### src/rtl/core/osa_pkg.sv
`timescale 1ns / 1ps

package osa_pkg;

    localparam int STACK_DEPTH = 1024;
    localparam int WORD_BITS   = 32;
    localparam int ADDR_W      = $clog2(STACK_DEPTH);
    localparam int CNT_W       = $clog2(STACK_DEPTH + 1);

    localparam int MODE_BITS   = 3;
    localparam int IN_BITS     = 32;
    localparam int INDEX_BITS  = 10;
    localparam int OUT_BITS    = 32;
    localparam int STATUS_BITS = 3;
    localparam int DEPTH_BITS  = 11;

    typedef logic [WORD_BITS-1:0] word_t;
    typedef logic [ADDR_W-1:0]    addr_t;
    typedef logic [CNT_W-1:0]     count_t;

    typedef enum logic [MODE_BITS-1:0] {
        MODE_PUSH     = 3'd0,
        MODE_POP      = 3'd1,
        MODE_PEEK_TOP = 3'd2,
        MODE_PEEK_BOT = 3'd3,
        MODE_ADD      = 3'd4,
        MODE_SUB      = 3'd5,
        MODE_MUL      = 3'd6,
        MODE_DIV      = 3'd7
    } mode_t;

    typedef enum logic [STATUS_BITS-1:0] {
        ST_OK        = 3'd0,
        ST_EMPTY     = 3'd1,
        ST_RANGE     = 3'd2,
        ST_FEW       = 3'd3,
        ST_FULL      = 3'd4,
        ST_DIV_ZERO  = 3'd5
    } status_t;

    typedef enum logic [2:0] {
        K_PUSH,
        K_POP,
        K_PEEK_TOP,
        K_PEEK_BOT,
        K_ARITH
    } kind_t;

    typedef enum logic [1:0] {
        ALU_ADD,
        ALU_SUB,
        ALU_MUL,
        ALU_DIV
    } alu_t;

    typedef struct packed {
        kind_t                 kind;
        alu_t                  alu;
        word_t                 word;
        logic [INDEX_BITS-1:0] index;
    } item_t;

    typedef struct packed {
        logic  avail;
        item_t item;
    } head_t;

endpackage

### src/rtl/core/osa_div.sv
`timescale 1ns / 1ps

module osa_div (
    input  logic          clk,
    input  logic          rst_n,
    input  logic          start,
    input  osa_pkg::word_t num,
    input  osa_pkg::word_t den,
    output logic          done,
    output osa_pkg::word_t quo
);

    import osa_pkg::*;

    localparam int STEP_W = $clog2(WORD_BITS);

    typedef enum logic [1:0] {
        D_IDLE,
        D_RUN,
        D_FIX
    } dstate_t;

    dstate_t             state_reg;
    logic [STEP_W-1:0]   step_reg;
    word_t               q_reg;
    word_t               rem_reg;
    word_t               den_reg;
    logic                neg_reg;
    logic                done_reg;
    word_t               out_reg;

    logic [WORD_BITS:0]  shifted;
    logic [WORD_BITS:0]  diff;

    assign shifted = {rem_reg, q_reg[WORD_BITS-1]};
    assign diff    = shifted - {1'b0, den_reg};

    always_ff @(posedge clk or negedge rst_n)
    begin
        if (!rst_n)
        begin
            state_reg <= D_IDLE;
            done_reg  <= 1'b0;
        end
        else
        begin
            done_reg <= 1'b0;
            unique case (state_reg)
                D_IDLE:
                begin
                    if (start)
                    begin
                        // work on magnitudes, fix the sign at the end
                        q_reg     <= num[WORD_BITS-1] ? (~num + 1'b1) : num;
                        den_reg   <= den[WORD_BITS-1] ? (~den + 1'b1) : den;
                        neg_reg   <= num[WORD_BITS-1] ^ den[WORD_BITS-1];
                        rem_reg   <= '0;
                        step_reg  <= '0;
                        state_reg <= D_RUN;
                    end
                end
                D_RUN:
                begin
                    if (!diff[WORD_BITS])
                    begin
                        rem_reg <= diff[WORD_BITS-1:0];
                        q_reg   <= {q_reg[WORD_BITS-2:0], 1'b1};
                    end
                    else
                    begin
                        rem_reg <= shifted[WORD_BITS-1:0];
                        q_reg   <= {q_reg[WORD_BITS-2:0], 1'b0};
                    end
                    step_reg <= step_reg + 1'b1;
                    if (step_reg == STEP_W'(WORD_BITS - 1))
                    begin
                        state_reg <= D_FIX;
                    end
                end
                D_FIX:
                begin
                    // floor: round away from zero when signs differ and inexact
                    if (neg_reg)
                    begin
                        out_reg <= ~(q_reg + word_t'(rem_reg != '0)) + 1'b1;
                    end
                    else
                    begin
                        out_reg <= q_reg;
                    end
                    done_reg  <= 1'b1;
                    state_reg <= D_IDLE;
                end
                default:
                begin
                    state_reg <= D_IDLE;
                end
            endcase
        end
    end

    assign done = done_reg;
    assign quo  = out_reg;

endmodule

### src/rtl/core/osa_back.sv
`timescale 1ns / 1ps

module osa_back (
    input  logic                                clk,
    input  logic                                rst_n,
    input  osa_pkg::head_t                      head,
    output logic                                pop,
    output logic                                we,
    output osa_pkg::addr_t                      waddr,
    output osa_pkg::word_t                      wdata,
    output osa_pkg::addr_t                      raddr0,
    output osa_pkg::addr_t                      raddr1,
    input  osa_pkg::word_t                      rdata0,
    input  osa_pkg::word_t                      rdata1,
    output logic                                done,
    output logic signed [osa_pkg::OUT_BITS-1:0] value,
    output logic [osa_pkg::STATUS_BITS-1:0]     status,
    output logic [osa_pkg::DEPTH_BITS-1:0]      depth
);

    import osa_pkg::*;

    localparam int EXT_W = ((CNT_W > INDEX_BITS) ? CNT_W : INDEX_BITS) + 1;

    typedef enum logic [1:0] {
        S_IDLE,
        S_EXEC,
        S_DIV
    } bstate_t;

    bstate_t        state_reg;
    item_t          op_reg;
    status_t        err_reg;
    addr_t          waddr_reg;
    count_t         count_reg;
    logic           done_reg;
    word_t          value_reg;
    status_t        status_reg;
    count_t         depth_reg;

    logic [EXT_W-1:0] cnt_x;
    logic [EXT_W-1:0] idx_x;
    addr_t          top_addr;
    addr_t          second_addr;
    status_t        check;
    word_t          alu_r;
    logic           div_start;
    logic           div_done;
    word_t          div_q;

    assign cnt_x       = EXT_W'(count_reg);
    assign idx_x       = EXT_W'(head.item.index);
    assign top_addr    = ADDR_W'(count_reg - count_t'(1));
    assign second_addr = ADDR_W'(count_reg - count_t'(2));

    // error checks against the count before this item
    always_comb
    begin
        check  = ST_OK;
        raddr0 = top_addr;
        unique case (head.item.kind)
            K_PUSH:
            begin
                if (count_reg == count_t'(STACK_DEPTH))
                begin
                    check = ST_FULL;
                end
            end
            K_POP:
            begin
                if (count_reg == '0)
                begin
                    check = ST_EMPTY;
                end
            end
            K_PEEK_TOP:
            begin
                raddr0 = ADDR_W'(cnt_x - EXT_W'(1) - idx_x);
                if (idx_x >= cnt_x)
                begin
                    check = ST_RANGE;
                end
            end
            K_PEEK_BOT:
            begin
                raddr0 = ADDR_W'(idx_x);
                if (idx_x >= cnt_x)
                begin
                    check = ST_RANGE;
                end
            end
            K_ARITH:
            begin
                if (count_reg < count_t'(2))
                begin
                    check = ST_FEW;
                end
            end
            default:
            begin
                check = ST_OK;
            end
        endcase
    end

    assign raddr1 = second_addr;
    assign pop    = (state_reg == S_IDLE) && head.avail;

    // rdata0 is the top entry (a), rdata1 the second (b)
    always_comb
    begin
        unique case (op_reg.alu)
            ALU_ADD: alu_r = rdata1 + rdata0;
            ALU_SUB: alu_r = rdata1 - rdata0;
            ALU_MUL: alu_r = word_t'(rdata1 * rdata0);
            ALU_DIV: alu_r = '0;
        endcase
    end

    assign div_start = (state_reg == S_EXEC) && (err_reg == ST_OK)
                       && (op_reg.kind == K_ARITH) && (op_reg.alu == ALU_DIV)
                       && (rdata0 != '0);

    always_comb
    begin
        we    = 1'b0;
        wdata = alu_r;
        if (state_reg == S_EXEC && err_reg == ST_OK)
        begin
            if (op_reg.kind == K_PUSH)
            begin
                we    = 1'b1;
                wdata = op_reg.word;
            end
            else if (op_reg.kind == K_ARITH && op_reg.alu != ALU_DIV)
            begin
                we = 1'b1;
            end
        end
        else if (state_reg == S_DIV && div_done)
        begin
            we    = 1'b1;
            wdata = div_q;
        end
    end

    assign waddr = waddr_reg;

    osa_div u_div (
        .clk   (clk),
        .rst_n (rst_n),
        .start (div_start),
        .num   (rdata1),
        .den   (rdata0),
        .done  (div_done),
        .quo   (div_q)
    );

    always_ff @(posedge clk or negedge rst_n)
    begin
        if (!rst_n)
        begin
            state_reg <= S_IDLE;
            count_reg <= '0;
            done_reg  <= 1'b0;
        end
        else
        begin
            done_reg <= 1'b0;
            unique case (state_reg)
                S_IDLE:
                begin
                    if (head.avail)
                    begin
                        op_reg    <= head.item;
                        err_reg   <= check;
                        waddr_reg <= (head.item.kind == K_PUSH) ? ADDR_W'(count_reg)
                                                                : second_addr;
                        state_reg <= S_EXEC;
                    end
                end
                S_EXEC:
                begin
                    state_reg  <= S_IDLE;
                    done_reg   <= 1'b1;
                    value_reg  <= '0;
                    status_reg <= err_reg;
                    depth_reg  <= count_reg;
                    if (err_reg == ST_OK)
                    begin
                        unique case (op_reg.kind)
                            K_PUSH:
                            begin
                                count_reg <= count_reg + 1'b1;
                                depth_reg <= count_reg + 1'b1;
                            end
                            K_POP:
                            begin
                                value_reg <= rdata0;
                                count_reg <= count_reg - 1'b1;
                                depth_reg <= count_reg - 1'b1;
                            end
                            K_PEEK_TOP, K_PEEK_BOT:
                            begin
                                value_reg <= rdata0;
                            end
                            K_ARITH:
                            begin
                                if (op_reg.alu != ALU_DIV)
                                begin
                                    value_reg <= alu_r;
                                    count_reg <= count_reg - 1'b1;
                                    depth_reg <= count_reg - 1'b1;
                                end
                                else if (rdata0 == '0)
                                begin
                                    status_reg <= ST_DIV_ZERO;
                                end
                                else
                                begin
                                    done_reg  <= 1'b0;
                                    state_reg <= S_DIV;
                                end
                            end
                            default:
                            begin
                                value_reg <= '0;
                            end
                        endcase
                    end
                end
                S_DIV:
                begin
                    if (div_done)
                    begin
                        done_reg   <= 1'b1;
                        value_reg  <= div_q;
                        status_reg <= ST_OK;
                        count_reg  <= count_reg - 1'b1;
                        depth_reg  <= count_reg - 1'b1;
                        state_reg  <= S_IDLE;
                    end
                end
                default:
                begin
                    state_reg <= S_IDLE;
                end
            endcase
        end
    end

    assign done   = done_reg;
    assign value  = OUT_BITS'($signed(value_reg));
    assign status = status_reg;
    assign depth  = DEPTH_BITS'(depth_reg);

endmodule

### config.mk
export PLATFORM = sky130hd
export DESIGN_NAME = osa_back
export DESIGN_NICKNAME = d
export VERILOG_FILES = /design/src/rtl/core/osa_pkg.sv /design/src/rtl/core/osa_div.sv /design/src/rtl/core/osa_back.sv
export SDC_FILE = /design/constraint.sdc
export NUM_CORES = 2
export LEC_CHECK = 0
export ABC_AREA = 1
export BUFFER_PORTS_ARGS = -buffer_cell sky130_fd_sc_hd__buf_2
export CORE_UTILIZATION = 30
export CTS_CLUSTER_SIZE = 10
export DETAILED_ROUTE_END_ITERATION = 6
export GPL_ROUTABILITY_DRIVEN = 0
export HOLD_SLACK_MARGIN = 0.12
export PLACE_DENSITY_LB_ADDON = 0.15
export RECOVER_POWER = 50
export SLEW_MARGIN = 20
export SYNTH_ARGS = -nofsm -noshare
export SYNTH_HDL_FRONTEND = slang
export SYNTH_SLANG_ARGS = --single-unit
### constraint.sdc
create_clock -name clk -period 15.16 [get_ports clk]
set_clock_uncertainty 0.1 [all_clocks]
set_input_delay 0.758 -clock clk [delete_from_list [all_inputs] [get_ports clk]]
set_output_delay 0.758 -clock clk [all_outputs]
set_load 0.01 [all_outputs]
**Word level (Yosys, flattened, before mapping)**

Index checks and enable logic that the tools add are counted.

- Bits in registers: 247
- Input bits: 114
- Output and inout bits: 111

- Add/sub/neg operators: 13
- Multiply operators: 1
- Magnitude comparators: 2
- Equal/unequal tests: 22
- Multiplexer cells: 59
- Bitwise gates (word level): 4
- Reductions and logical operators: 29

Operators with widths:

| kind | count |
|---|---|
| 2-to-1 mux 32 bit | 11 |
| one-hot mux 32 bit (2 select lines) | 4 |
| one-hot mux 32 bit (4 select lines) | 1 |
| adder 32 x 1 -> 32 bit (second input constant) | 3 |
| inverter 32 bit | 3 |
| nonzero test 32 bit | 2 |
| 2-to-1 mux 11 bit | 3 |
| one-hot mux 11 bit (3 select lines) | 1 |
| subtractor 33 x 32 -> 33 bit | 1 |
| adder 32 x 1 -> 32 bit | 1 |
| adder 32 bit | 1 |
| zero test 32 bit | 1 |
| multiplier 32 x 32 -> 32 bit | 1 |
| subtractor 32 bit | 1 |
| 2-to-1 mux 31 bit | 1 |
| one-hot mux 11 bit (2 select lines) | 1 |
| 2-to-1 mux 2 bit | 10 |
| one-hot mux 10 bit (2 select lines) | 1 |
| 2-to-1 mux 3 bit | 6 |
| equality test 3 x 2 -> 1 bit (second input constant) | 4 |
| 2-to-1 mux 1 bit | 12 |
| one-hot mux 3 bit (4 select lines) | 1 |
| AND reduction 3 bit | 4 |
| adder 11 x 1 -> 11 bit (second input constant) | 1 |
| other kinds (31) | 55 |

**Logic depth before layout (Yosys ltp)**

- Depth in word-level cells: 7
- Gate-level depth with buffers: 37

**Cells and area by module**

Synthesis repeated with hierarchy kept, for this count alone.

- Cells, all modules: 5217
- Area total of the unflattened synthesis: 37592.3 µm²

Modules (own cells, without submodules):

| module | instances | cells an instance | area each (µm²) | seq. area each (µm²) |
|---|---|---|---|---|
| osa_back | 1 | 3709 | 26651.8 | 3233.1 |
| osa_div | 1 | 1508 | 10940.5 | 4098.9 |

**Worst setup path after synthesis**

Ideal clock, no wire load.

- Path kind: in2out
- Start point: in rdata0[5]
- End point: out wdata[28]
- Arrival: 7.387 ns
- Required time: 14.302 ns
- Slack: 6.915 ns
- Stages on the path: 27
- Buffers on the path: 3
- Cells stage by stage: clkbuf_1 -> clkbuf_1 -> buf_1 -> nand2_1 -> inv_1 -> fa_1 -> fa_1 -> fa_1 -> inv_1 -> fa_1 -> inv_1 -> fa_1 -> fa_1 -> fa_1 -> inv_1 -> fa_1 -> inv_1 -> ha_1 -> a21oi_1 -> o21ai_0 -> a221oi_1 -> o221ai_1 -> a21oi_1 -> o21ai_0 -> nand2_1 -> nor2_1 -> o21ai_0

- Word-level cells in the longest chain between the ends: 4

RTL lines:

| element | RTL line | source |
|---|---|---|
| start, declared | osa_back.sv:13 | `input osa_pkg::word_t rdata0,` |
| multiplier 32 x 32 -> 32 bit, or another cell as far along | osa_back.sv:115 | `ALU_MUL: alu_r = word_t'(rdata1 * rdata0);` |
| one-hot mux 32 bit (4 select lines) * | osa_back.sv:112 | `unique case (op_reg.alu)` |
| 2-to-1 mux 32 bit, on equally long branches | osa_back.sv:140, osa_back.sv:130 |  |
| 2-to-1 mux 32 bit * | osa_back.sv:128 | `if (state_reg == S_EXEC && err_reg == ST_OK)` |
| end, declared | osa_back.sv:10 | `output osa_pkg::word_t wdata,` |

Every way passes the cells marked *; elsewhere a longest branch is shown, timed or not.

**Worst setup path after layout**

- Start point: in rdata0[0]
- End point: out wdata[31]

Same word-level chain as after synthesis.

==> flow_summary_export.csv <==
group,metric,value,unit
run_status,status,"complete, but fails checks",
run_status,violations,"max-capacitance violations, max-slew violations",
critical_path,worstPathMaxFanout,35,
synthesis,synth_seq_cells,247,
sta,fmax,105.4,MHz
sta,layout_worst_path_cycle_share,0.6258,
routing,drtAntennaViolNets,0,
sta,slew_viol_final,302,
critical_path,reg2reg_slack,9420,ps
critical_path,criticalPathCategory,"in2out",
clock_tree,cts_inserted_buffers,30,
clock_tree,cts_resized,0,
synthesis,yosysWarnings,0,
synthesis,synth_area,36610,um2
critical_path,startpoint_type,"input port",
routing,routed_wl,134.0,mm
synthesis,yosys-top-cells-area,"fa_1, edfxtp_1, nand2_1",
routing,viasPerCell,4.899,
synthesis,syn_nets,5744,
routing,drtIter0Drc,2677,
critical_path,crit_path_end_kind,"output port",
critical_path,crit_start,"rdata0[0]",
finish,largest_reg_flops,37,
global_routing,grt_max_degree,70,
finish,nFillCells,13340,
floorplanning,start_util,0.3040,
floorplanning,placementRows,127,
placed_design,placed_cell_area,39270,um2
clock_tree,postCtsSetupRepairBufs,0,
floorplanning,io-pin-count,225,
global_routing,grt_overflow_total,0,
synthesis,yosysMostFrequentCell,"nand2_1",
synthesis,ys.flop_type,"edfxtp_1",
clock_tree,insertion_delay,630,ps
sta,setup_viol,0,
finish,fin_util,0.3326,
critical_path,slowest_delay,1750,ps
floorplanning,die_h,351.3,um
sta,slew_headroom,-1.097,
clock_tree,path_clk_slew,70,ps
clock_tree,htreeDepth,1,
sta,worstMarginPinSlew,3146,ps
placed_design,dp.final_hpwl,103.6,mm
synthesis,synthArstFlopShare,0.06883,
clock_tree,cts-root-buf,"clkbuf_16",
sta,min_period,9487,ps
synthesis,synth_top_area_cell,"fa_1",
sta,hold_violations,0,
routing,drt-pass1-iter-count,6,
finish,postLayoutCellArea,40060,um2
hold_path,hp-class,"in2reg",
synthesis,synth_cells,4999,
floorplanning,coreArea,120400,um2
synthesis,ys_seq_area_frac,0.2003,
clock_tree,clk_path_buf_depth,3,
global_routing,grt_pass1_vias,32990,
routing,wl_per_cell,19.97,um
synthesis,synthDistinctLibCells,61,
routing,vias,32870,
floorplanning,fp.dieW,351.3,um
synthesis,synth_top_area_share,0.2247,
finish,synthToLayoutAreaGrowth,9.419,%
global_routing,grtUsageTotal,0.2166,
hold_path,min_from,"head[10]",
critical_path,crit_arrival,8630,ps
sta,rsz0062_at_grt,"no",
finish,drive_gt1_frac,0.06083,
synthesis,synth_top_cells_by_count,"nand2_1, inv_1, fa_1, o21ai_0, nor2_1",
global_routing,grt_first_pass_wirelength,202.5,mm
sta,setup_tns,0,ps
sta,timing.hold.ws,204.4,ps
placed_design,port_buffers,224,
clock_tree,cts_tree,"built",
job,maxCapViolations,7,
critical_path,timing.rr.start,"state_reg[0]",
routing,route.detailed.drc,0,
clock_tree,cts-hold-fix-buffers,1,
clock_tree,cts_sinks,247,
synthesis,avgSynthCellArea,7.324,um2
critical_path,cpMaxStageDelayCell,"clkbuf_1",
floorplanning,dieArea,123400,um2
finish,fin_nets,5823,
synthesis,synth-edff-count,230,
critical_path,required,14300,ps
global_routing,antenna_found_initial,8,
==> kinds of logic (layout without fill, tap and decap cells) <==
| group | Yosys count | after routing | synth area share |
|---|---|---|---|
| compound gates | 751 | 751 | 0.1148 |
| flops | 247 | 247 | 0.2003 |
| xor+xnor | 140 | 140 | 0.03411 |
| other cells | 0 | 1 | 0 |
| buf+inv | 1335 | 1432 | 0.1375 |
| simple gates | 1895 | 1895 | 0.2134 |
| fa+ha+maj | 631 | 631 | 0.2999 |
==> layer usage <==
metal  wire (um)  vias up  global-route usage
met4        3151        4             0.04552
met2       63430      902              0.3677
met3        6767      157             0.02152
met5          22        -                   0
met1       60630    16150              0.2968
li1            -    15650                   -
==> area by class of cell <==
| cell class | instances | area, um2 | area share |
|---|---|---|---|
| Sequential cell | 247 | 7332 | 0.1830 |
| Clock buffer | 46 | 840.8 | 0.02099 |
| Multi-Input combinational cell | 3417 | 24280 | 0.6062 |
| Antenna cell | 1 | 2.502 | 0.00006247 |
| Timing Repair Buffer | 267 | 1326 | 0.03311 |
| Clock inverter | 4 | 72.57 | 0.001812 |
| Inverter | 1115 | 4185 | 0.1045 |
| Tap cell | 1612 | 2017 | 0.05035 |
==> stage by stage <==
stage,setup WS (ps),cells
final,5673,6709
after global routing,5210,6709
after CTS,5811,6708
after detailed placement,5843,6657
after global placement,5855,6657
after floorplan,6915,4999
==> critical path, delay by kind of cell <==
kind            cells  cell delay [ps]
simple gates        9             1580
compound gates      2              310
buf+inv             9             2390
fa+ha+maj           7             3560
==> cell usage in the layout (no fill, tap or decap), types with 9 or more instances in the layout <==
cell	instances
edfxtp_1	230
clkbuf_16	30
inv_1	1091
o221ai_1	15
o21a_1	9
buf_4	33
buf_2	155
nand2_1	1227
inv_2	15
dfrtp_1	17
o211ai_1	16
a31oi_1	11
o21bai_1	10
a21oi_1	182
nor2_2	19
nor2_1	324
nand4_1	42
or2_2	12
nand3_1	151
nor3_1	47
ha_1	220
nor2_4	9
o21ai_1	11
xnor2_1	42
clkinv_1	9
o22ai_1	34
nor4_1	26
a22oi_1	17
a21o_1	15
fa_1	411
clkbuf_1	91
xor2_1	95
o21ai_0	377
a211oi_1	21
==> final timing paths <==
check	end	depth (start not counted)
setup / recovery	wdata[31]	27
hold / removal	op_reg[10]	1
setup reg to reg	value[23]	8
hold reg to reg	u_div.done	1
max in group asynchronous	count_reg[1]	2
min in group asynchronous	state_reg[0]	2
Power is not shown: default switching activity piles up to over one toggle a cycle in this logic, so the estimate is an artifact.
