File: src/rtl/core/osa_pkg.sv
`timescale 1ns / 1ps

package osa_pkg;

    localparam int STACK_DEPTH = 1024;
    localparam int WORD_BITS   = 32;
    localparam int ADDR_W      = $clog2(STACK_DEPTH);
    localparam int CNT_W       = $clog2(STACK_DEPTH + 1);

    localparam int MODE_BITS   = 3;
    localparam int IN_BITS     = 32;
    localparam int INDEX_BITS  = 10;
    localparam int OUT_BITS    = 32;
    localparam int STATUS_BITS = 3;
    localparam int DEPTH_BITS  = 11;

    typedef logic [WORD_BITS-1:0] word_t;
    typedef logic [ADDR_W-1:0]    addr_t;
    typedef logic [CNT_W-1:0]     count_t;

    typedef enum logic [MODE_BITS-1:0] {
        MODE_PUSH     = 3'd0,
        MODE_POP      = 3'd1,
        MODE_PEEK_TOP = 3'd2,
        MODE_PEEK_BOT = 3'd3,
        MODE_ADD      = 3'd4,
        MODE_SUB      = 3'd5,
        MODE_MUL      = 3'd6,
        MODE_DIV      = 3'd7
    } mode_t;

    typedef enum logic [STATUS_BITS-1:0] {
        ST_OK        = 3'd0,
        ST_EMPTY     = 3'd1,
        ST_RANGE     = 3'd2,
        ST_FEW       = 3'd3,
        ST_FULL      = 3'd4,
        ST_DIV_ZERO  = 3'd5
    } status_t;

    typedef enum logic [2:0] {
        K_PUSH,
        K_POP,
        K_PEEK_TOP,
        K_PEEK_BOT,
        K_ARITH
    } kind_t;

    typedef enum logic [1:0] {
        ALU_ADD,
        ALU_SUB,
        ALU_MUL,
        ALU_DIV
    } alu_t;

    typedef struct packed {
        kind_t                 kind;
        alu_t                  alu;
        word_t                 word;
        logic [INDEX_BITS-1:0] index;
    } item_t;

    typedef struct packed {
        logic  avail;
        item_t item;
    } head_t;

endpackage

File: src/rtl/core/osa_front.sv
`timescale 1ns / 1ps

module osa_front (
    input  logic                               clk,
    input  logic                               rst_n,
    input  logic                               start,
    input  logic [osa_pkg::MODE_BITS-1:0]      mode,
    input  logic signed [osa_pkg::IN_BITS-1:0] push_value,
    input  logic [osa_pkg::INDEX_BITS-1:0]     index,
    output logic                               busy,
    input  logic                               pop,
    output osa_pkg::head_t                     head
);

    import osa_pkg::*;

    item_t      entry_reg [2];
    logic       wr_ptr_reg;
    logic       rd_ptr_reg;
    logic [1:0] fill_reg;
    item_t      decoded;
    logic       push;
    logic       take;

    always_comb
    begin
        decoded.kind  = K_PUSH;
        decoded.alu   = ALU_ADD;
        decoded.word  = WORD_BITS'(push_value);
        decoded.index = index;
        unique case (mode_t'(mode))
            MODE_PUSH:     decoded.kind = K_PUSH;
            MODE_POP:      decoded.kind = K_POP;
            MODE_PEEK_TOP: decoded.kind = K_PEEK_TOP;
            MODE_PEEK_BOT: decoded.kind = K_PEEK_BOT;
            MODE_ADD:
            begin
                decoded.kind = K_ARITH;
                decoded.alu  = ALU_ADD;
            end
            MODE_SUB:
            begin
                decoded.kind = K_ARITH;
                decoded.alu  = ALU_SUB;
            end
            MODE_MUL:
            begin
                decoded.kind = K_ARITH;
                decoded.alu  = ALU_MUL;
            end
            MODE_DIV:
            begin
                decoded.kind = K_ARITH;
                decoded.alu  = ALU_DIV;
            end
        endcase
    end

    assign busy = (fill_reg == 2'd2);
    assign push = start && !busy;
    assign take = pop && (fill_reg != 2'd0);

    always_ff @(posedge clk)
    begin
        if (push)
        begin
            entry_reg[wr_ptr_reg] <= decoded;
        end
    end

    always_ff @(posedge clk or negedge rst_n)
    begin
        if (!rst_n)
        begin
            wr_ptr_reg <= 1'b0;
            rd_ptr_reg <= 1'b0;
            fill_reg   <= 2'd0;
        end
        else
        begin
            if (push)
            begin
                wr_ptr_reg <= !wr_ptr_reg;
            end
            if (take)
            begin
                rd_ptr_reg <= !rd_ptr_reg;
            end
            fill_reg <= fill_reg + {1'b0, push} - {1'b0, take};
        end
    end

    assign head.avail = (fill_reg != 2'd0);
    assign head.item  = entry_reg[rd_ptr_reg];

endmodule

File: config.mk
export PLATFORM = sky130hd
export DESIGN_NAME = osa_front
export DESIGN_NICKNAME = d
export VERILOG_FILES = /design/src/rtl/core/osa_pkg.sv /design/src/rtl/core/osa_front.sv
export SDC_FILE = /design/constraint.sdc
export NUM_CORES = 1
export LEC_CHECK = 0
export BUFFER_PORTS_ARGS = -buffer_cell sky130_fd_sc_hd__buf_2
export CAP_MARGIN = 20
export CORE_UTILIZATION = 52
export DETAILED_ROUTE_END_ITERATION = 8
export PLACE_DENSITY = 0.8
export SLEW_MARGIN = 20
export SYNTH_ARGS = -nofsm -noshare
export SYNTH_HDL_FRONTEND = slang
export SYNTH_SLANG_ARGS = --single-unit
File: constraint.sdc
create_clock -name clk -period 3.3 [get_ports clk]
set_input_delay 0.495 -clock clk [delete_from_list [all_inputs] [get_ports clk]]
set_output_delay 0.495 -clock clk [all_outputs]
set_load 0.005 [all_outputs]
Word level (Yosys, flattened, before mapping)
Memories as Yosys holds them, arrays and structs flattened.
Cells that the tools add are included.
- $add $sub $neg: 2
- $mul: 0
- div/mod/pow operators: 0
- $lt $le $gt $ge: 0
- equality and inequality tests: 8
- shifts and indexed selects: 0
- mux-type cells: 4
- bitwise gates (word level): 0
- reduce and logical (&&, ||, !) cells: 8
- operators by type and width (cell ; number):
    one-hot mux 3 bit (5 select lines) ; 1
    == test 3 bit (second input constant) ; 4
    == test 3 x 2 -> 1 bit (second input constant) ; 2
    one-hot mux 2 bit (3 select lines) ; 1
    OR reduction 4 bit ; 1
    == test 3 x 1 -> 1 bit (second input constant) ; 1
    zero test 1 bit ; 3
    zero test 3 bit ; 1
    adder 2 x 1 -> 2 bit ; 1
    == test 2 bit (second input constant) ; 1
    logical AND 1 bit ; 2
    2-to-1 mux 1 bit ; 2
    nonzero test 2 bit ; 1
    subtractor 2 x 1 -> 2 bit ; 1
- flip-flop bits (word level): 4
- bits in latches: 0
- RAM bits: 94
- bits in read-only memories: 0
- input port bits: 49
- output and inout port bits: 49
- logic and storage cells: 26
- memories kept: 1
- memory list (memory ; words ; width ; rd ports ; clocked after memory_dff ; write ports ; RTL line ; source):
    entry_reg ; 2 ; 47 ; 1 ; 0 ; 1 ; osa_front.sv:17 ; item_t entry_reg [2];

Longest topological paths before layout
Gate-level depths: netlist of the first run.
- word-level depth: 5
- mapped depth: 7
- mapped depth without buffers: 7

Worst setup path before layout of the first run
OpenSTA, ideal clock, no wires.
- kind: register to register
- start: register fill_reg[1]
- end: memory entry_reg[0][0] in the netlist's numbering (enable)
- library setup time: 452 ps
- arrival: 2563 ps
- data required time: 2848 ps
- path slack: 285 ps
- stages on the path, launching flop included: 4
- path buffers: 0
- period minus slack after synthesis: 3015 ps
- path through: dfrtp_1 -> nand2b_1 -> nand2_1 -> nor2_1
- cells in the longest elaborated chain, start to end: 5
- ends and longest elaborated chain (what ; RTL line ; source):
    start, declared ; osa_front.sv:20 ; logic [1:0] fill_reg;
    start signal, assigned ; osa_front.sv:89 ; fill_reg <= fill_reg + {1'b0, push} - {1'b0, take};
    == test 2 bit ; osa_front.sv:59 ; assign busy = (fill_reg == 2'd2);
    zero test 1 bit ; osa_front.sv:60 ; assign push = start && !busy;
    logical AND 1 bit ; osa_front.sv:60 ;
    2-to-1 mux 1 bit ; osa_front.sv:65 ; if (push)
    2-to-1 mux 1 bit (not written as such) ; osa_front.sv:67 ; entry_reg[wr_ptr_reg] <= decoded;
    end, declared ; osa_front.sv:17 ;
No other way between the ends.

==> summary.md, run 1 <==
| Metric | Value |
|---|---|
| Arrival time at the worst endpoint | `1.90 ns` |
| DP Wirelength | `3790 um` |
| Syn Area/Cell | `21.9 um2` |
| Die width | `between 80 and 90 um` |
| Post-CTS Resized | `0` |
| # Max-Cap Violations | `0` |
| Worst-margin pin slew | `~0.65 ns` |
| Slowest CP cell | `dfrtp_2` |
| Hold WC Path Type | `in -> reg` |
| Largest net degree at the start of global routing | `48` |
| Clock-pin slew on the worst setup and hold paths | `0.09 ns` |
| Post-CTS setup buffers | `0` |
| Layout cells sized above 1 | `between 50% and 60%` |
| Status | `completed` |
| Endpoints failing setup | `0` |
| Skew-Pair Late Insertion Delay | `0.35 ns` |
| Leakage | `0.00175 uW` |
| Clock Path Buffers | `2` |
| GRT Overall Usage | `16.4%` |
| Reg2reg start | `fill_reg[1]` |
| Die area | `between 7000 and 8000 um2` |
| WP data required | `approximately 2.8 ns` |
| Gr ovfl total | `0` |
| Pwr/cell area | `814 nW/um2` |
| Total wire length | `~5800 um` |
| 1st-pass router iterations | `4` |
| DR vias | `around 1800` |
| CTS tree | `built` |
| Relative slew slack | `56.8%` |
| Avg WL per Cell | `15.3 um` |
| Num rows | `30` |
| CTS Sinks | `98` |
| Pwr Total | `3670 uW` |
| Synth Cell Area | `3700 um2` |
| Final Critical Period | `approximately 2.4 ns` |
| Vias/cell | `between 4 and 5` |
| CTS Buf Count | `9` |
| Clk root buf | `clkbuf_8` |
| Setup TNS | `0 ns` |
| CP startpoint | `rd_ptr_reg` |
| Vias in the first global route | `1779` |
| 1st-iter DRT viols | `85` |
| # nets final | `325` |
| Cts hold-fix bufs | `1` |
| Crit Reg-Reg Endpoint | `fill_reg[1]` |
| Area grow syn2layout | `21.8%` |
| Gp weighted congestion | `0.703` |
| Worst Clk Skew | `about 0.007 ns` |
| R2r setup slk | `1.55 ns` |
| Syn_nets | `220` |
| Max FFs per register | `94` |
| Slew Viols, Final | `0` |
| CP Class | `reg -> out` |
| RSZ-0062 raised after global routing | `no` |
| # DRC | `0` |
| Die Ht | `86.4 um` |
| Gate Count Post-Synth | `169` |
| Seq/Total Area, Yosys | `78.9%` |
| Synth unique cells | `19` |
| Hold slack | `~0.32 ns` |
| R2R depth | `7` |
| Worst-path fanout max | `27` |
| Core box area | `between 6000 and 7000 um2` |
| #FFs+latches synth | `just under 100` |
| F_max | `~420 MHz` |
| Port Buffer Count | `97` |
| Final hold viol count | `0` |
| Crit end category | `output port` |
| Fin crit share | `72.5%` |
| Global-route wire length before repair | `roughly 8700 um` |
| Critical-path cell list | `buf_12, mux2_2, buf_2` |
| Initial Util | `a little over half` |
| Startpoint Class | `flop` |
| Antenna violations before repair | `1` |
| Worst stage delay on the critical path | `between 0.7 and 0.8 ns` |
| Setup crit end | `head[13]` |
| Yosys warns | `0` |
| Antenna Violating Nets Remaining | `0` |
| Max rail drop VDD | `between 0.5 and 0.6 mV` |
| H-Tree Depth | `3` |
| Ports | `around 100` |
[power by group]
group	internal, uW	total (uW)	switching (uW)	leakage [uW]
Clock	347	736	389	0.0000889
Combinational	613	1100	484	0.000739
Sequential	1710	1840	133	0.000920
Total	2670	3670	1010	0.00175
[synthesized netlist by cell type]
cell      instances  area (um2)
buf_2             2        10.0
ha_1              2        25.0
xnor2_1           3        26.3
mux2_4           20         300
buf_6             3        33.8
mux2_2           27         304
or2_1             1        6.26
and2_4            1        8.76
xor2_1            1        8.76
inv_1             2        7.51
clkbuf_1          1        3.75
and2_1            2        12.5
and3_1            1        6.26
edfxtp_1         94        2820
nand2_1           1        3.75
nand2b_1          1        6.26
dfrtp_1           4         100
nor2b_1           2        12.5
nor2_1            1        3.75
[cell type report]
type	count	area, um2
antenna	1	2.50
clock buffer	9	124
clock inverter	7	70.1
fill	479	2320
inverter	2	7.51
multi-input combinational	63	737
sequential	98	2920
tap	96	120
timing repair buffer	100	523
[placed cells by master (no fill, tap or decap), drive strengths merged, types with 2 or more instances in the layout]
cell | Yosys | final
buf | 5 | 99
edfxtp | 94 | 94
mux2 | 47 | 47
clkbuf | 1 | 9
dfrtp | 4 | 4
xnor2 | 3 | 3
clkinvlp | 0 | 3
and2 | 3 | 3
clkinv | 0 | 3
inv | 2 | 2
nor2b | 2 | 2
ha | 2 | 2
[routing by layer]
| layer | track usage, % | part of all wire [%] |
|---|---|---|
| met1 | 21.7 | 45 |
| met2 | 25.3 | 47 |
| met3 | 4.38 | 6.2 |
| met4 | 8.64 | 1.9 |
| met5 | 0 | 0 |
[through the flow]
stage	area (um2)	std cells	setup WS [ns]	util, %
final	4510	376	0.906	66.0
after global routing	4510	375	0.819	66.0
after CTS	4500	375	0.873	65.9
after detailed placement	4300	358	1.27	62.9
after global placement	4300	358	1.30	62.9
after floorplan	3700	169	0.285	-
[kinds of logic (layout without fill, tap and decap cells)]
group                    count (synthesis)  count (layout)  synth area share (%)
XOR/XNOR                                 4               4                 0.946
adder cells (fa/ha/maj)                  2               2                 0.676
buffers and inverters                    8             118                  1.49
flip-flops                              98              98                  78.9
multiplexers                            47              47                  16.3
other                                    0               1                     0
AND/OR/NAND/NOR                         10              10                  1.62
[worst max-delay path, delay by kind of cell, from the launching register on]
kind | cells | cell delay [ns]
buffers and inverters | 2 | 0.42
flip-flops | 1 | 0.74
multiplexers | 1 | 0.37
[worst min-delay path by stage]
stage	cells after the start	endpoint	slack (ns)	start
finish	1	entry_reg[1][14]	0.32	push_value[4]
global route	1	entry_reg[1][14]	0.30	push_value[4]
CTS	1	entry_reg[1][14]	0.31	push_value[4]
detailed placement	1	fill_reg[0]	0.31	rst_n
global placement	1	fill_reg[0]	0.31	rst_n
floorplan	0	fill_reg[0]	0.20	rst_n
Power figures use the tool's default switching activity.
==> run 2, diff against run 1 <==
- CORE_UTILIZATION: 52 -> 47
- PLACE_DENSITY: 0.8 -> 0.76
- clock period: 3.3 -> 2.05 ns (I/O delays scaled with it)
==> summary.md, run 2 (synthesis results as in run 1) <==
| Metric | Value |
|---|---|
| Leakage | `0.00178 uW (was 0.00175 uW)` |
| Worst-margin pin slew | `0.418 ns (was 0.649 ns)` |
| Max FFs per register | `94 (unchanged)` |
| Die Ht | `90.8 um (was 86.4 um)` |
| WP data required | `1.74 ns (was 2.80 ns)` |
| Pwr/cell area | `1340 nW/um2 (was 814 nW/um2)` |
| Port Buffer Count | `97 (unchanged)` |
| Most common cell after layout, fill and taps aside | `buf_2 (unchanged)` |
| Max rail drop VDD | `0.825 mV (was 0.586 mV)` |
| Worst Clk Skew | `0.00813 ns (was 0.00696 ns)` |
| Slack of the critical path | `0.243 ns (was 0.906 ns)` |
| Initial Util | `49.7% (was 54.2%)` |
| 1st-pass router iterations | `4 (unchanged)` |
| CP startpoint | `rd_ptr_reg (unchanged)` |
| Relative slew slack | `72.1% (was 56.8%)` |
| CP Class | `reg -> out (unchanged)` |
| Reg2reg start | `fill_reg[1] (unchanged)` |
| Hold Crit Start | `push_value[30] (was push_value[4])` |
| Largest net degree at the start of global routing | `33 (was 48)` |
| Post-CTS setup buffers | `0 (unchanged)` |
| Skew-Pair Late Insertion Delay | `0.35 ns (about the same)` |
| # nets final | `329 (was 325)` |
| Critical-path cell list | `buf_4, mux2_2, buf_2 (was buf_12, mux2_2, buf_2)` |
| CP bufs+invs | `2 (unchanged)` |
| DR vias | `1860 (was 1829)` |
| Fin crit share | `88.2%` |
| Startpoint Class | `flop (unchanged)` |
| Die area | `8240 um2 (was 7460 um2)` |
| Slew Viols, Final | `0 (unchanged)` |
| Crit end category | `output port (unchanged)` |
| Vias/cell | `4.87 (was 4.86)` |
| Area grow syn2layout | `23.1% (was 21.8%)` |
| Total wire length | `5870 um (was 5770 um)` |
| Global-route wire length before repair | `9150 um (was 8670 um)` |
| Layout cells sized above 1 | `59.7% (was 59.1%)` |
| CTS Sinks | `98 (unchanged)` |
| H-Tree Depth | `3 (unchanged)` |
| Endpoints failing setup | `0 (unchanged)` |
| Hold slack | `0.135 ns (was 0.325 ns)` |
| Hold WC Path Type | `in -> reg (unchanged)` |
| Gp weighted congestion | `0.715 (was 0.703)` |
| Slowest CP cell | `dfrtp_2 (unchanged)` |
| Num rows | `31 (was 30)` |
| Worst-path fanout max | `16 (was 27)` |
| Gr ovfl total | `0 (unchanged)` |
| CTS tree | `built (unchanged)` |
| Most frequent cells in the layout | `buf_2, edfxtp_1, mux2_2 (unchanged)` |
| Place WS | `0.367 ns (was 1.27 ns)` |
| Avg WL per Cell | `15.4 um (was 15.3 um)` |
| Clock-pin slew on the worst setup and hold paths | `0.09 ns (about the same)` |
| Post-CTS Resized | `0 (unchanged)` |
| Non-filler cells, final | `382 (was 376)` |
| Final Critical Period | `between 1.5 and 2 ns` |
| Core box area | `7450 um2 (was 6830 um2)` |
| Crit path max-delay family | `flip-flops (unchanged)` |
| Worst stage delay on the critical path | `0.39 ns (was 0.74 ns)` |
| Ports | `98 (unchanged)` |
| Vias in the first global route | `1857 (was 1779)` |
| Die width | `90.8 um (was 86.4 um)` |
| 1st-iter DRT viols | `38 (was 85)` |
| Arrival time at the worst endpoint | `1.50 ns (was 1.90 ns)` |
| Antenna Violating Nets Remaining | `0 (unchanged)` |
| Clock Path Buffers | `2 (unchanged)` |
| Final hold viol count | `0 (unchanged)` |
| # Max-Cap Violations | `0 (unchanged)` |
| Setup TNS | `0 ns (unchanged)` |
| # placed instances | `365 (was 358)` |
| CTS Buf Count | `9 (unchanged)` |
| DP Wirelength | `3850 um (was 3790 um)` |
| RSZ-0062 raised after global routing | `no (unchanged)` |
| GRT Overall Usage | `15.0% (was 16.4%)` |
| # DRC | `0 (unchanged)` |
| Antenna violations before repair | `0 (was 1)` |
| N_diodes | `0 (was 1)` |
| F_max | `553 MHz` |
| Status | `completed (unchanged)` |
| Clk root buf | `clkbuf_8 (unchanged)` |
run 2: cell types whose count changed in the layout (fill, tap and decap cells not counted):
| cell | previous run | this run |
|---|---|---|
| inv_6 | 0 | 1 |
| and3_4 | 1 | 0 |
| bufinv_16 | 1 | 2 |
| clkinv_4 | 1 | 0 |
| diode_2 | 1 | 0 |
| buf_4 | 1 | 5 |
| and3_2 | 0 | 1 |
| clkinvlp_4 | 3 | 2 |
run 2: power by group:
| part | leakage, uW | total (uW) | internal, uW | switching (uW) |
|---|---|---|---|---|
| sequential | 0.000920 | 2870 | 2740 | 124 |
| clock | 0.000103 | 1320 | 685 | 639 |
| combinational | 0.000760 | 1900 | 1020 | 883 |
run 2: repair_timing:
action                                  CTS  global route
hold endpoints to repair                  4             0
hold buffers                              1             0
endpoints found under the setup margin    0             0
run 2: per-stage QoR:
step | power, uW | utilization (%) | cell area (um2)
after CTS | 6180 | 61.2 | 4560
after floorplan | 4130 | - | 3710
after global placement | 4800 | 58.2 | 4330
after global routing | 6420 | 61.2 | 4560
after detailed placement | 4860 | 58.2 | 4330
final | 6090 | 61.2 | 4560
run 2: final cells by class:
type                       instances  area [um2]
fill                             590        2890
sequential                        98        2920
clock buffer                       9         124
inverter                           2        7.51
clock inverter                     7        92.6
timing repair buffer             104         553
multi-input combinational         63         733
tap                               99         124
run 2: worst paths after layout:
check	slack [ns]	endpoint	cells past startpoint
max reg2reg	0.35	fill_reg[1]	7
min	0.13	entry_reg[0][40]	1
max	0.24	head[37]	3
min reg2reg	0.51	fill_reg[1]	1
min in group asynchronous	0.28	fill_reg[0]	2
max in group asynchronous	1.63	rd_ptr_reg	2
run 2: metal layers:
metal / vias up / share of wire, % / track usage, %
met1: 905 / 45 / 19.6
met2: 75 / 46 / 22.1
met4: 0 / 1.6 / 7.66
li1: 871 / - / -
met5: - / 0 / 0
met3: 9 / 7.9 / 5.22
==> run 3, diff against run 2 <==
- CORE_UTILIZATION: 47 -> 34
- PLACE_DENSITY: 0.76 -> 0.59
==> summary.md, run 3 (synthesis results as in run 1) <==
| Metric | Value |
|---|---|
| Arrival time at the worst endpoint | `1.61 ns (was 1.50 ns)` |
| Endpoints failing setup | `0 (unchanged)` |
| Crit end category | `output port (unchanged)` |
| Core box area | `10500 um2 (was 7450 um2)` |
| Die width | `106 um (was 90.8 um)` |
| Vias in the first global route | `2051 (was 1857)` |
| Num rows | `37 (was 31)` |
| CP Class | `reg -> out (unchanged)` |
| Layout cells sized above 1 | `59.4% (was 59.7%)` |
| CTS tree | `built (unchanged)` |
| Worst-margin pin slew | `0.423 ns (was 0.418 ns)` |
| Setup TNS | `0 ns (unchanged)` |
| # DRC | `0 (unchanged)` |
| Startpoint Class | `flop (unchanged)` |
| Die area | `11300 um2 (was 8240 um2)` |
| Largest net degree at the start of global routing | `34 (was 33)` |
| F_max | `523 MHz (was 553 MHz)` |
| Most frequent cells in the layout | `buf_2, edfxtp_1, mux2_2 (unchanged)` |
| Port Buffer Count | `97 (unchanged)` |
| GRT Overall Usage | `11.8% (was 15.0%)` |
| Global-route wire length before repair | `9780 um (was 9150 um)` |
| Footprint of the multi-input gates | `733 um2 (unchanged)` |
| Max FFs per register | `94 (unchanged)` |
| Register area | `2920 um2 (unchanged)` |
| N_diodes | `0 (unchanged)` |
| Gr ovfl total | `0 (unchanged)` |
| 1st-iter DRT viols | `56 (was 38)` |
| Fin crit share | `93.3% (was 88.2%)` |
| Skew-Pair Late Insertion Delay | `0.35 ns (about the same)` |
| Place WS | `0.329 ns (was 0.367 ns)` |
| Die Ht | `106 um (was 90.8 um)` |
| Antenna Violating Nets Remaining | `0 (unchanged)` |
| Initial Util | `35.4% (was 49.7%)` |
| Worst-path fanout max | `23 (was 16)` |
| Total wire length | `6160 um (was 5870 um)` |
| Vias/cell | `4.46 (was 4.87)` |
| Hold WC Path Type | `in -> reg (unchanged)` |
| CTS Sinks | `98 (unchanged)` |
| Antenna violations before repair | `0 (unchanged)` |
| Clock Path Buffers | `2 (unchanged)` |
| H-Tree Depth | `3 (unchanged)` |
| Slew Viols, Final | `0 (unchanged)` |
| Final Critical Period | `1.91 ns (was 1.81 ns)` |
| Pwr/cell area | `1320 nW/um2 (was 1340 nW/um2)` |
| Most common cell after layout, fill and taps aside | `buf_2 (unchanged)` |
| 1st-pass router iterations | `4 (unchanged)` |
| Relative slew slack | `71.8% (was 72.1%)` |
| Leakage | `0.00180 uW (was 0.00178 uW)` |
| # nets final | `329 (unchanged)` |
| WP data required | `1.74 ns (about the same)` |
| DP Wirelength | `3910 um (was 3850 um)` |
| RSZ-0062 raised after global routing | `no (unchanged)` |
| Post-CTS setup buffers | `0 (unchanged)` |
| Clock-pin slew on the worst setup and hold paths | `0.09 ns (about the same)` |
| DR vias | `1868 (was 1860)` |
| Pwr Total | `6110 uW (was 6090 uW)` |
| Slack of the critical path | `0.136 ns (was 0.243 ns)` |
| Area grow syn2layout | `25.1% (was 23.1%)` |
| Worst Clk Skew | `0.00526 ns (was 0.00813 ns)` |
| # Max-Cap Violations | `0 (unchanged)` |
| Gp weighted congestion | `0.662 (was 0.715)` |
| Final hold viol count | `0 (unchanged)` |
| CTS Buf Count | `9 (unchanged)` |
| Max rail drop VDD | `0.485 mV (was 0.825 mV)` |
| Post-layout util | `44.3% (was 61.2%)` |
| Clk root buf | `clkbuf_8 (unchanged)` |
| FILL cells | `973 (was 590)` |
| Ports | `98 (unchanged)` |
| Status | `completed (unchanged)` |
| Avg WL per Cell | `14.7 um (was 15.4 um)` |
## run 3: cell types whose count changed in the layout (fill, tap and decap cells not counted), sizes merged
cell / delta
clkbuf: +5
inv: -1
clkinv: -1
clkinvlp: -2
bufinv: -1
## run 3: worst paths after layout
check / start / to / slack (ns) / cells past startpoint
max reg2reg: fill_reg[1] / fill_reg[1] / 0.31 / 7
min in group asynchronous: rst_n / fill_reg[0] / 0.29 / 2
max in group asynchronous: rst_n / rd_ptr_reg / 1.63 / 2
min reg2reg: fill_reg[1] / fill_reg[1] / 0.51 / 1
max: rd_ptr_reg / head[0] / 0.14 / 3
min: push_value[19] / entry_reg[0][29] / 0.13 / 1
## run 3: per-stage QoR
step / cell area [um2] / hold slack, ns / cells
floorplan: 3710 / 0.0119 / 169
global placement: 4420 / 0.121 / 402
detailed placement: 4420 / 0.119 / 402
CTS: 4630 / 0.105 / 419
global route: 4630 / 0.107 / 419
finish: 4630 / 0.134 / 419
## run 3: per-layer routing
metal	part of all wire [%]	vias to the layer above	global-route usage [%]
met5	0	-	0
met4	1.8	0	6.25
met3	5.8	9	3.80
met2	52	61	20.5
met1	40	930	12.8
li1	-	868	-
## run 3: cell type report
| class | instances | share of cell area, % |
|---|---|---|
| flip-flops and latches | 98 | 63.1 |
| multi-input cells | 63 | 15.8 |
| repair buffers | 104 | 12.7 |
| clock buffers | 14 | 3.73 |
| well taps | 136 | 3.67 |
| clock inverters | 2 | 0.756 |
| inverters | 2 | 0.162 |
## run 3: where the power goes
group,switching (uW),internal [uW]
logic,904,1070
registers,116,2740
clock network,614,664
total,1630,4470
## run 3: worst max-delay path, stage by stage (launching register included)
cell     delay [ns]
dfrtp_2        0.39
buf_4          0.34
mux2_2         0.39
buf_2          0.13
## run 3: timing repair
item / 4_1_cts / 5_1_grt
resized for setup: 0 / 0
endpoints found under the hold margin: 4 / 0
endpoints found under the setup margin: 0 / 0
hold buffers: 1 / 0
